[config.mk]
export PLATFORM = sky130hd
export DESIGN_NAME = fifo_reuse_handle_pool_top
export DESIGN_NICKNAME = d
export VERILOG_FILES = /design/src/design/frhp_pkg.sv /design/src/design/frhp_dp.sv /design/src/design/frhp_ctrl.sv /design/src/design/fifo_reuse_handle_pool_top.sv
export VERILOG_INCLUDE_DIRS = /design/src /design/src/design
export SDC_FILE = /design/constraint.sdc
export NUM_CORES = 1
export LEC_CHECK = 0
export BUFFER_PORTS_ARGS = -buffer_cell sky130_fd_sc_hd__buf_2
export CORE_MARGIN = 5
export CORE_UTILIZATION = 30
export CTS_CLUSTER_SIZE = 20
export DETAILED_ROUTE_END_ITERATION = 10
export PLACE_DENSITY_LB_ADDON = 0.05
export SETUP_SLACK_MARGIN = 0.05
export SLEW_MARGIN = 20
export SYNTH_ARGS = -nofsm -noshare
export SYNTH_HDL_FRONTEND = slang
export SYNTH_HIERARCHICAL = 1
export SYNTH_SLANG_ARGS = --single-unit
[constraint.sdc]
create_clock -name clk -period 4.7 [get_ports clk]
set_input_delay 0.47 -clock clk [delete_from_list [all_inputs] [get_ports clk]]
set_output_delay 0.47 -clock clk [all_outputs]
set_load 0.005 [all_outputs]
[src/design/fifo_reuse_handle_pool_top_assert.svh]
// ----------------------------------------------------------------------------
// handle pool assertion macros
// shared property forms, clocked on clk and disabled while arst_n is low
// ----------------------------------------------------------------------------
`ifndef FIFO_REUSE_HANDLE_POOL_TOP_ASSERT_SVH
`define FIFO_REUSE_HANDLE_POOL_TOP_ASSERT_SVH

// same-cycle implication
`define FRHP_ASSERT_IMPL(lbl, ante, cons) \
	lbl: assert property (@(posedge clk) disable iff (!arst_n) (ante) |-> (cons)) \
		else $error("handle pool assertion failed");

// next-cycle implication
`define FRHP_ASSERT_NEXT(lbl, ante, cons) \
	lbl: assert property (@(posedge clk) disable iff (!arst_n) (ante) |=> (cons)) \
		else $error("handle pool assertion failed");

`endif

[src/design/frhp_pkg.sv]
// ----------------------------------------------------------------------------
// frhp_pkg
// shared types and constants of the handle pool
// ----------------------------------------------------------------------------
package frhp_pkg;

	localparam int POOL_SIZE = 64;
	localparam int PTR_W     = $clog2(POOL_SIZE);
	localparam int CNT_W     = $clog2(POOL_SIZE + 1);
	localparam int HANDLE_W  = 6;
	localparam int ACT_W     = 2;
	localparam int STAT_W    = 2;

	typedef enum logic [ACT_W-1:0] {
		ACT_ALLOC = 2'd0,
		ACT_TRY   = 2'd1,
		ACT_FREE  = 2'd2
	} act_e_t;

	typedef enum logic [STAT_W-1:0] {
		ST_OK      = 2'd0,
		ST_NONE    = 2'd1,
		ST_INVALID = 2'd2
	} status_e_t;

	typedef enum logic {
		STATE_IDLE,
		STATE_EXEC
	} state_t;

	typedef struct packed {
		logic [ACT_W-1:0]    action;
		logic [HANDLE_W-1:0] release_handle;
	} req_t;

	typedef struct packed {
		logic [HANDLE_W-1:0] granted_handle;
		logic [STAT_W-1:0]   status;
	} rsp_t;

	typedef struct packed {
		logic load;
		logic exec;
	} cmd_t;

	typedef struct packed {
		logic fifo_empty;
		logic pool_drained;
	} sts_t;

endpackage

[src/design/frhp_dp.sv]
// ----------------------------------------------------------------------------
// frhp_dp
// request latch, free handle fifo, in-use bitmap and response register
// ----------------------------------------------------------------------------
module frhp_dp (
	input  logic          clk,
	input  logic          arst_n,
	input  frhp_pkg::cmd_t cmd,
	output frhp_pkg::sts_t sts,
	input  frhp_pkg::req_t req,
	output frhp_pkg::rsp_t rsp
);
	import frhp_pkg::*;

	logic [ACT_W-1:0]    act_q;
	logic [HANDLE_W-1:0] rel_q;
	logic [PTR_W-1:0]    head_q;
	logic [PTR_W-1:0]    tail_q;
	logic [CNT_W-1:0]    count_q;
	logic [CNT_W-1:0]    fresh_q;
	logic [POOL_SIZE-1:0] in_use_q;
	logic [PTR_W-1:0]    mem [POOL_SIZE];
	logic [PTR_W-1:0]    rd_data_q;
	logic [HANDLE_W-1:0] granted_q;
	logic [STAT_W-1:0]   status_q;

	logic                pop;
	logic                take_fresh;
	logic                push;
	logic                rel_ok;
	logic [PTR_W-1:0]    rel_idx;
	logic [PTR_W-1:0]    grant_idx;
	logic [HANDLE_W-1:0] granted_d;
	logic [STAT_W-1:0]   status_d;

	assign rel_idx = PTR_W'(rel_q);
	assign rel_ok  = (CNT_W'(rel_q) < CNT_W'(POOL_SIZE)) && in_use_q[rel_idx]
		&& (count_q < CNT_W'(POOL_SIZE));

	always_comb begin
		pop        = 1'b0;
		take_fresh = 1'b0;
		push       = 1'b0;
		grant_idx  = rd_data_q;
		granted_d  = '0;
		status_d   = ST_OK;
		unique case (act_q)
			ACT_ALLOC, ACT_TRY: begin
				if (count_q != '0) begin
					pop       = 1'b1;
					grant_idx = rd_data_q;
					granted_d = HANDLE_W'(rd_data_q);
				end else if (act_q == ACT_ALLOC && fresh_q < CNT_W'(POOL_SIZE)) begin
					take_fresh = 1'b1;
					grant_idx  = PTR_W'(fresh_q);
					granted_d  = HANDLE_W'(fresh_q);
				end else begin
					status_d = ST_NONE;
				end
			end
			ACT_FREE: begin
				if (rel_ok) begin
					push = 1'b1;
				end else begin
					status_d = ST_INVALID;
				end
			end
			default: begin
			end
		endcase
	end

	always_ff @(posedge clk) begin
		if (cmd.load) begin
			act_q <= req.action;
			rel_q <= req.release_handle;
		end
		if (cmd.exec) begin
			granted_q <= granted_d;
			status_q  <= status_d;
		end
		if (cmd.exec && push) begin
			mem[tail_q] <= rel_idx;
		end
		rd_data_q <= mem[head_q];
	end

	always_ff @(posedge clk or negedge arst_n) begin
		if (!arst_n) begin
			head_q   <= '0;
			tail_q   <= '0;
			count_q  <= '0;
			fresh_q  <= '0;
			in_use_q <= '0;
		end else if (cmd.exec) begin
			if (pop) begin
				head_q  <= (head_q == PTR_W'(POOL_SIZE - 1)) ? '0 : head_q + 1'b1;
				count_q <= count_q - 1'b1;
			end
			if (push) begin
				tail_q            <= (tail_q == PTR_W'(POOL_SIZE - 1)) ? '0 : tail_q + 1'b1;
				count_q           <= count_q + 1'b1;
				in_use_q[rel_idx] <= 1'b0;
			end
			if (take_fresh) begin
				fresh_q <= fresh_q + 1'b1;
			end
			if (pop || take_fresh) begin
				in_use_q[grant_idx] <= 1'b1;
			end
		end
	end

	assign rsp.granted_handle = granted_q;
	assign rsp.status         = status_q;
	assign sts.fifo_empty     = (count_q == '0);
	assign sts.pool_drained   = (fresh_q == CNT_W'(POOL_SIZE));

`include "fifo_reuse_handle_pool_top_assert.svh"

	`FRHP_ASSERT_IMPL(a_count_bound, 1'b1, count_q <= CNT_W'(POOL_SIZE))
	`FRHP_ASSERT_IMPL(a_count_fresh, 1'b1, count_q <= fresh_q)
	`FRHP_ASSERT_IMPL(a_empty_ptrs, count_q == '0, head_q == tail_q)

endmodule

[src/design/frhp_ctrl.sv]
// ----------------------------------------------------------------------------
// frhp_ctrl
// request sequencing and response valid tracking
// ----------------------------------------------------------------------------
module frhp_ctrl (
	input  logic           clk,
	input  logic           arst_n,
	input  logic           req_valid,
	output logic           req_ready,
	output logic           rsp_valid,
	input  logic           rsp_ready,
	output frhp_pkg::cmd_t cmd,
	input  frhp_pkg::sts_t sts
);
	import frhp_pkg::*;

	state_t state_q;
	state_t state_d;
	logic   rsp_valid_q;

	always_comb begin
		state_d = state_q;
		unique case (state_q)
			STATE_IDLE: begin
				if (req_valid && req_ready) begin
					state_d = STATE_EXEC;
				end
			end
			STATE_EXEC: begin
				state_d = STATE_IDLE;
			end
			default: begin
				state_d = STATE_IDLE;
			end
		endcase
	end

	always_comb begin
		req_ready = 1'b0;
		cmd       = '0;
		unique case (state_q)
			STATE_IDLE: begin
				req_ready = !rsp_valid_q || rsp_ready;
				cmd.load  = req_valid && req_ready;
			end
			STATE_EXEC: begin
				cmd.exec = 1'b1;
			end
			default: begin
			end
		endcase
	end

	always_ff @(posedge clk or negedge arst_n) begin
		if (!arst_n) begin
			state_q     <= STATE_IDLE;
			rsp_valid_q <= 1'b0;
		end else begin
			state_q <= state_d;
			if (cmd.exec) begin
				rsp_valid_q <= 1'b1;
			end else if (rsp_ready) begin
				rsp_valid_q <= 1'b0;
			end
		end
	end

	assign rsp_valid = rsp_valid_q;

`include "fifo_reuse_handle_pool_top_assert.svh"

	`FRHP_ASSERT_NEXT(a_load_exec, cmd.load, cmd.exec)
	`FRHP_ASSERT_NEXT(a_exec_rsp, cmd.exec, rsp_valid)
	`FRHP_ASSERT_IMPL(a_exec_block, cmd.exec, !req_ready)
	`FRHP_ASSERT_NEXT(a_drain_hold, !cmd.exec && !sts.pool_drained, !sts.pool_drained)
	`FRHP_ASSERT_NEXT(a_empty_hold, !cmd.exec, sts.fifo_empty == $past(sts.fifo_empty))

endmodule

[src/design/fifo_reuse_handle_pool_top.sv]
// ----------------------------------------------------------------------------
// fifo_reuse_handle_pool_top: handle pool with fifo reuse of freed handles
// response: rsp_valid is registered at the end of the execute state after the load
// pacing: load and execute states around the registered fifo read; the next
// request waits for the idle state and for rsp_ready or no pending response
// reset: bitmap, fifo pointers and fresh counter clear at once, no sweep
// ----------------------------------------------------------------------------
module fifo_reuse_handle_pool_top (
	input  logic           clk,
	input  logic           arst_n,
	input  logic           req_valid,
	output logic           req_ready,
	input  frhp_pkg::req_t req,
	output logic           rsp_valid,
	input  logic           rsp_ready,
	output frhp_pkg::rsp_t rsp
);
	import frhp_pkg::*;

	cmd_t cmd;
	sts_t sts;

	frhp_ctrl u_ctrl (
		.clk       (clk),
		.arst_n    (arst_n),
		.req_valid (req_valid),
		.req_ready (req_ready),
		.rsp_valid (rsp_valid),
		.rsp_ready (rsp_ready),
		.cmd       (cmd),
		.sts       (sts)
	);

	frhp_dp u_dp (
		.clk    (clk),
		.arst_n (arst_n),
		.cmd    (cmd),
		.sts    (sts),
		.req    (req),
		.rsp    (rsp)
	);

endmodule
==> impl_metrics.json <==
{
  "boundaryPins": 22,
  "finalClockSkew_ns": 0.0226,
  "floorplan.core_area_um2": 68700,
  "run_status": "complete, no violations",
  "worstHoldPathType": "input port to flip-flop",
  "layout_min_cycle_time_ns": 4.22,
  "leakage_nw": 7.81,
  "power_report.internal_total_mw": 9.27,
  "fraction_of_layout_cells_with_a_size_suffix_above_1_pct": 26.3,
  "drt.antenna.violating_nets": 0,
  "routed_wirelength_um": 58100,
  "clkTransAtPathRegs_ns": 0.06,
  "syn2layout_area_growth_pct": 16.5,
  "insertedDiodeCount": 0,
  "layout_cells_excl_fill": 2217,
  "crit_arrival_ns": 4.72,
  "buffer_ports.inserted": 21,
  "placementRows": 96,
  "post-cts-setup-buffers": 0,
  "p_switching_mw": 3.88,
  "tightestPinTransition_ns": 1.09,
  "grt_usage_pct": 15.5,
  "powerDensity_nw_per_um2": 542,
  "die_width_um": 274,
  "first_global_vias": 11566,
  "drt_iter0_markers": 766,
  "grt_max_degree": 59,
  "max_freq_mhz": 237,
  "cts.repair.resized": 0,
  "numCtsBuffers": 57,
  "final.setup.tns_ns": 0,
  "wl_met3_um": 1970,
  "postCtsHoldBufs": 4,
  "cell_count_after_synthesis": 1177,
  "sw_frac_of_total_pct": 29.5,
  "met2RoutedLength_um": 28900,
  "report.final.slew_viol_count": 0,
  "start_util_pct": 30.3,
  "finalSetupViolCount": 0,
  "clock-root-buffer": "sky130_fd_sc_hd__clkbuf_16",
  "unrepaired_setup_endpoints_after_global_routing": "false",
  "drv.max_cap_violation_count": 0,
  "ctsLongestPathBuffers": 3,
  "die_y_um": 274,
  "drtPass1Iterations": 5,
  "tritoncts": "built",
  "synthesis_warning_total": 6,
  "layout_worst_path_cycle_share_pct": 89.7,
  "remaining_design_rule_violation_count": 0,
  "worst_ep_required_time_ns": 5.21,
  "max_rail_drop_vdd_mv": 0.270,
  "worst_skew_pair.late_latency_ns": 0.62,
  "gpl.final_weighted_congestion": 0.771,
  "final_nets": 1265,
  "detailedPlacementHpwl_um": 37800,
  "grt_pass1_wl_um": 85000,
  "comb_power_share_pct": 24.1,
  "syn_nets": 1199,
  "antenna_found_initial": 4,
  "h_tree_depth": 2,
  "power_frac_clock_pct": 34.2,
  "post_synthesis_cell_area_um2": 20800,
  "criticalPathCategory": "flip-flop to flip-flop",
  "routed-via-count": 11134,
  "slew_headroom_pct": 26.6,
  "dr.max_layer_used": "met4",
  "globalRouteOverflowTotal": 0,
  "worst_setup_path_start_kind": "flip-flop",
  "post_drt_wl_per_cell_um": 26.2,
  "dpl.cell_count": 2111,
  "worst-path-max-fanout": 43,
  "critPathCaptureType": "flip-flop",
  "met1Wirelength_um": 25700,
  "synth_area_per_cell_um2": 17.7,
  "routed_via_density": 5.02,
  "timing.final.hold_violations": 0,
  "sequentialPowerShare_pct": 41.6,
  "numClockSinks": 498,
  "die_area_um2": 74900
}
==> layout make-up <==
type | count | area (um2)
clock inverters | 22 | 283
repair buffers | 83 | 646
inverters | 15 | 56.3
fillers | 6541 | 44400
multi-input cells | 588 | 6070
clock buffers | 80 | 1610
well taps | 931 | 1160
flip-flops and latches | 498 | 14400
==> registers in the layout, indices dropped and copies added (netlist names) <==
name / cells
u_dp/rd_data_q: 6
u_dp/granted_q: 6
u_dp/head_q: 6
u_ctrl/state_q: 1
u_dp/in_use_q: 64
u_dp/count_q: 7
u_dp/act_q: 2
u_dp/status_q: 2
u_dp/rel_idx: 6
u_dp/fresh_q: 7
u_ctrl/rsp_valid: 1
u_dp/mem: 384
u_dp/tail_q: 6
==> layer usage <==
layer / up-vias / GRT usage, %
met4: 0 / 4.35
li1: 4937 / -
met2: 236 / 26.1
met3: 84 / 2.20
met1: 5877 / 21.2
met5: - / 0
==> power groups by stage <==
stage	clock, mW	sequential [mW]	combinational, mW
final	4.50	5.47	3.17
after detailed placement	0	5.57	3.27
after floorplan	0	5.27	2.27
after global placement	0	5.60	3.27
after global routing	4.83	5.52	3.40
after CTS	4.65	5.49	3.27
==> path summary, 6_finish.rpt <==
check,from,end,slack (ns),depth (start not counted)
max,u_dp/rel_idx[2],u_dp/count_q[6],0.48,15
min,req[0],u_dp/rel_idx[0],0.06,1
max reg2reg,u_dp/rel_idx[2],u_dp/count_q[6],0.48,15
min reg2reg,u_dp/in_use_q[32],u_dp/in_use_q[32],0.48,1
max in group asynchronous,arst_n,u_dp/fresh_q[0],3.16,3
min in group asynchronous,arst_n,u_dp/in_use_q[13],0.49,2
==> critical path: stages (launching register included) <==
cell and delay, ns:
sky130_fd_sc_hd__edfxtp_1 0.74, sky130_fd_sc_hd__buf_12 0.30, sky130_fd_sc_hd__mux4_2 0.33, sky130_fd_sc_hd__o2111a_1 0.25, sky130_fd_sc_hd__a211oi_2 0.36, sky130_fd_sc_hd__a41o_2 0.34
sky130_fd_sc_hd__nor2b_1 0.09, sky130_fd_sc_hd__inv_1 0.15, sky130_fd_sc_hd__ha_1 0.29, sky130_fd_sc_hd__nor2b_1 0.14, sky130_fd_sc_hd__o21ai_0 0.23, sky130_fd_sc_hd__a21boi_0 0.15
sky130_fd_sc_hd__o21ai_0 0.23, sky130_fd_sc_hd__nand3b_1 0.13, sky130_fd_sc_hd__xnor2_1 0.18, sky130_fd_sc_hd__a21o_1 0.15
==> through the flow <==
stage               total power, mW  hold slack [ns]  setup slack, ns  area, um2  util (%)
floorplan                      7.54            0.174            0.369      20800         -
global placement               8.86            0.479            0.522      22300      32.4
detailed placement             8.84            0.466            0.487      22300      32.4
CTS                            13.4           0.0146            0.455      24200      35.3
global route                   13.8           0.0228            0.141      24300      35.3
finish                         13.1           0.0641            0.483      24300      35.3
==> placed cells by master (no fill, tap or decap), types with 20 or more instances in the layout <==
master                      count
sky130_fd_sc_hd__buf_2         20
sky130_fd_sc_hd__nand3_1       79
sky130_fd_sc_hd__nand2_1       42
sky130_fd_sc_hd__buf_4         54
sky130_fd_sc_hd__nor3_1        49
sky130_fd_sc_hd__mux4_2       127
sky130_fd_sc_hd__clkbuf_16     58
sky130_fd_sc_hd__edfxtp_1     400
sky130_fd_sc_hd__nor2_1        22
sky130_fd_sc_hd__o2bb2ai_1     64
sky130_fd_sc_hd__dfrtp_1       89
(Power assumes the default switching activity.)
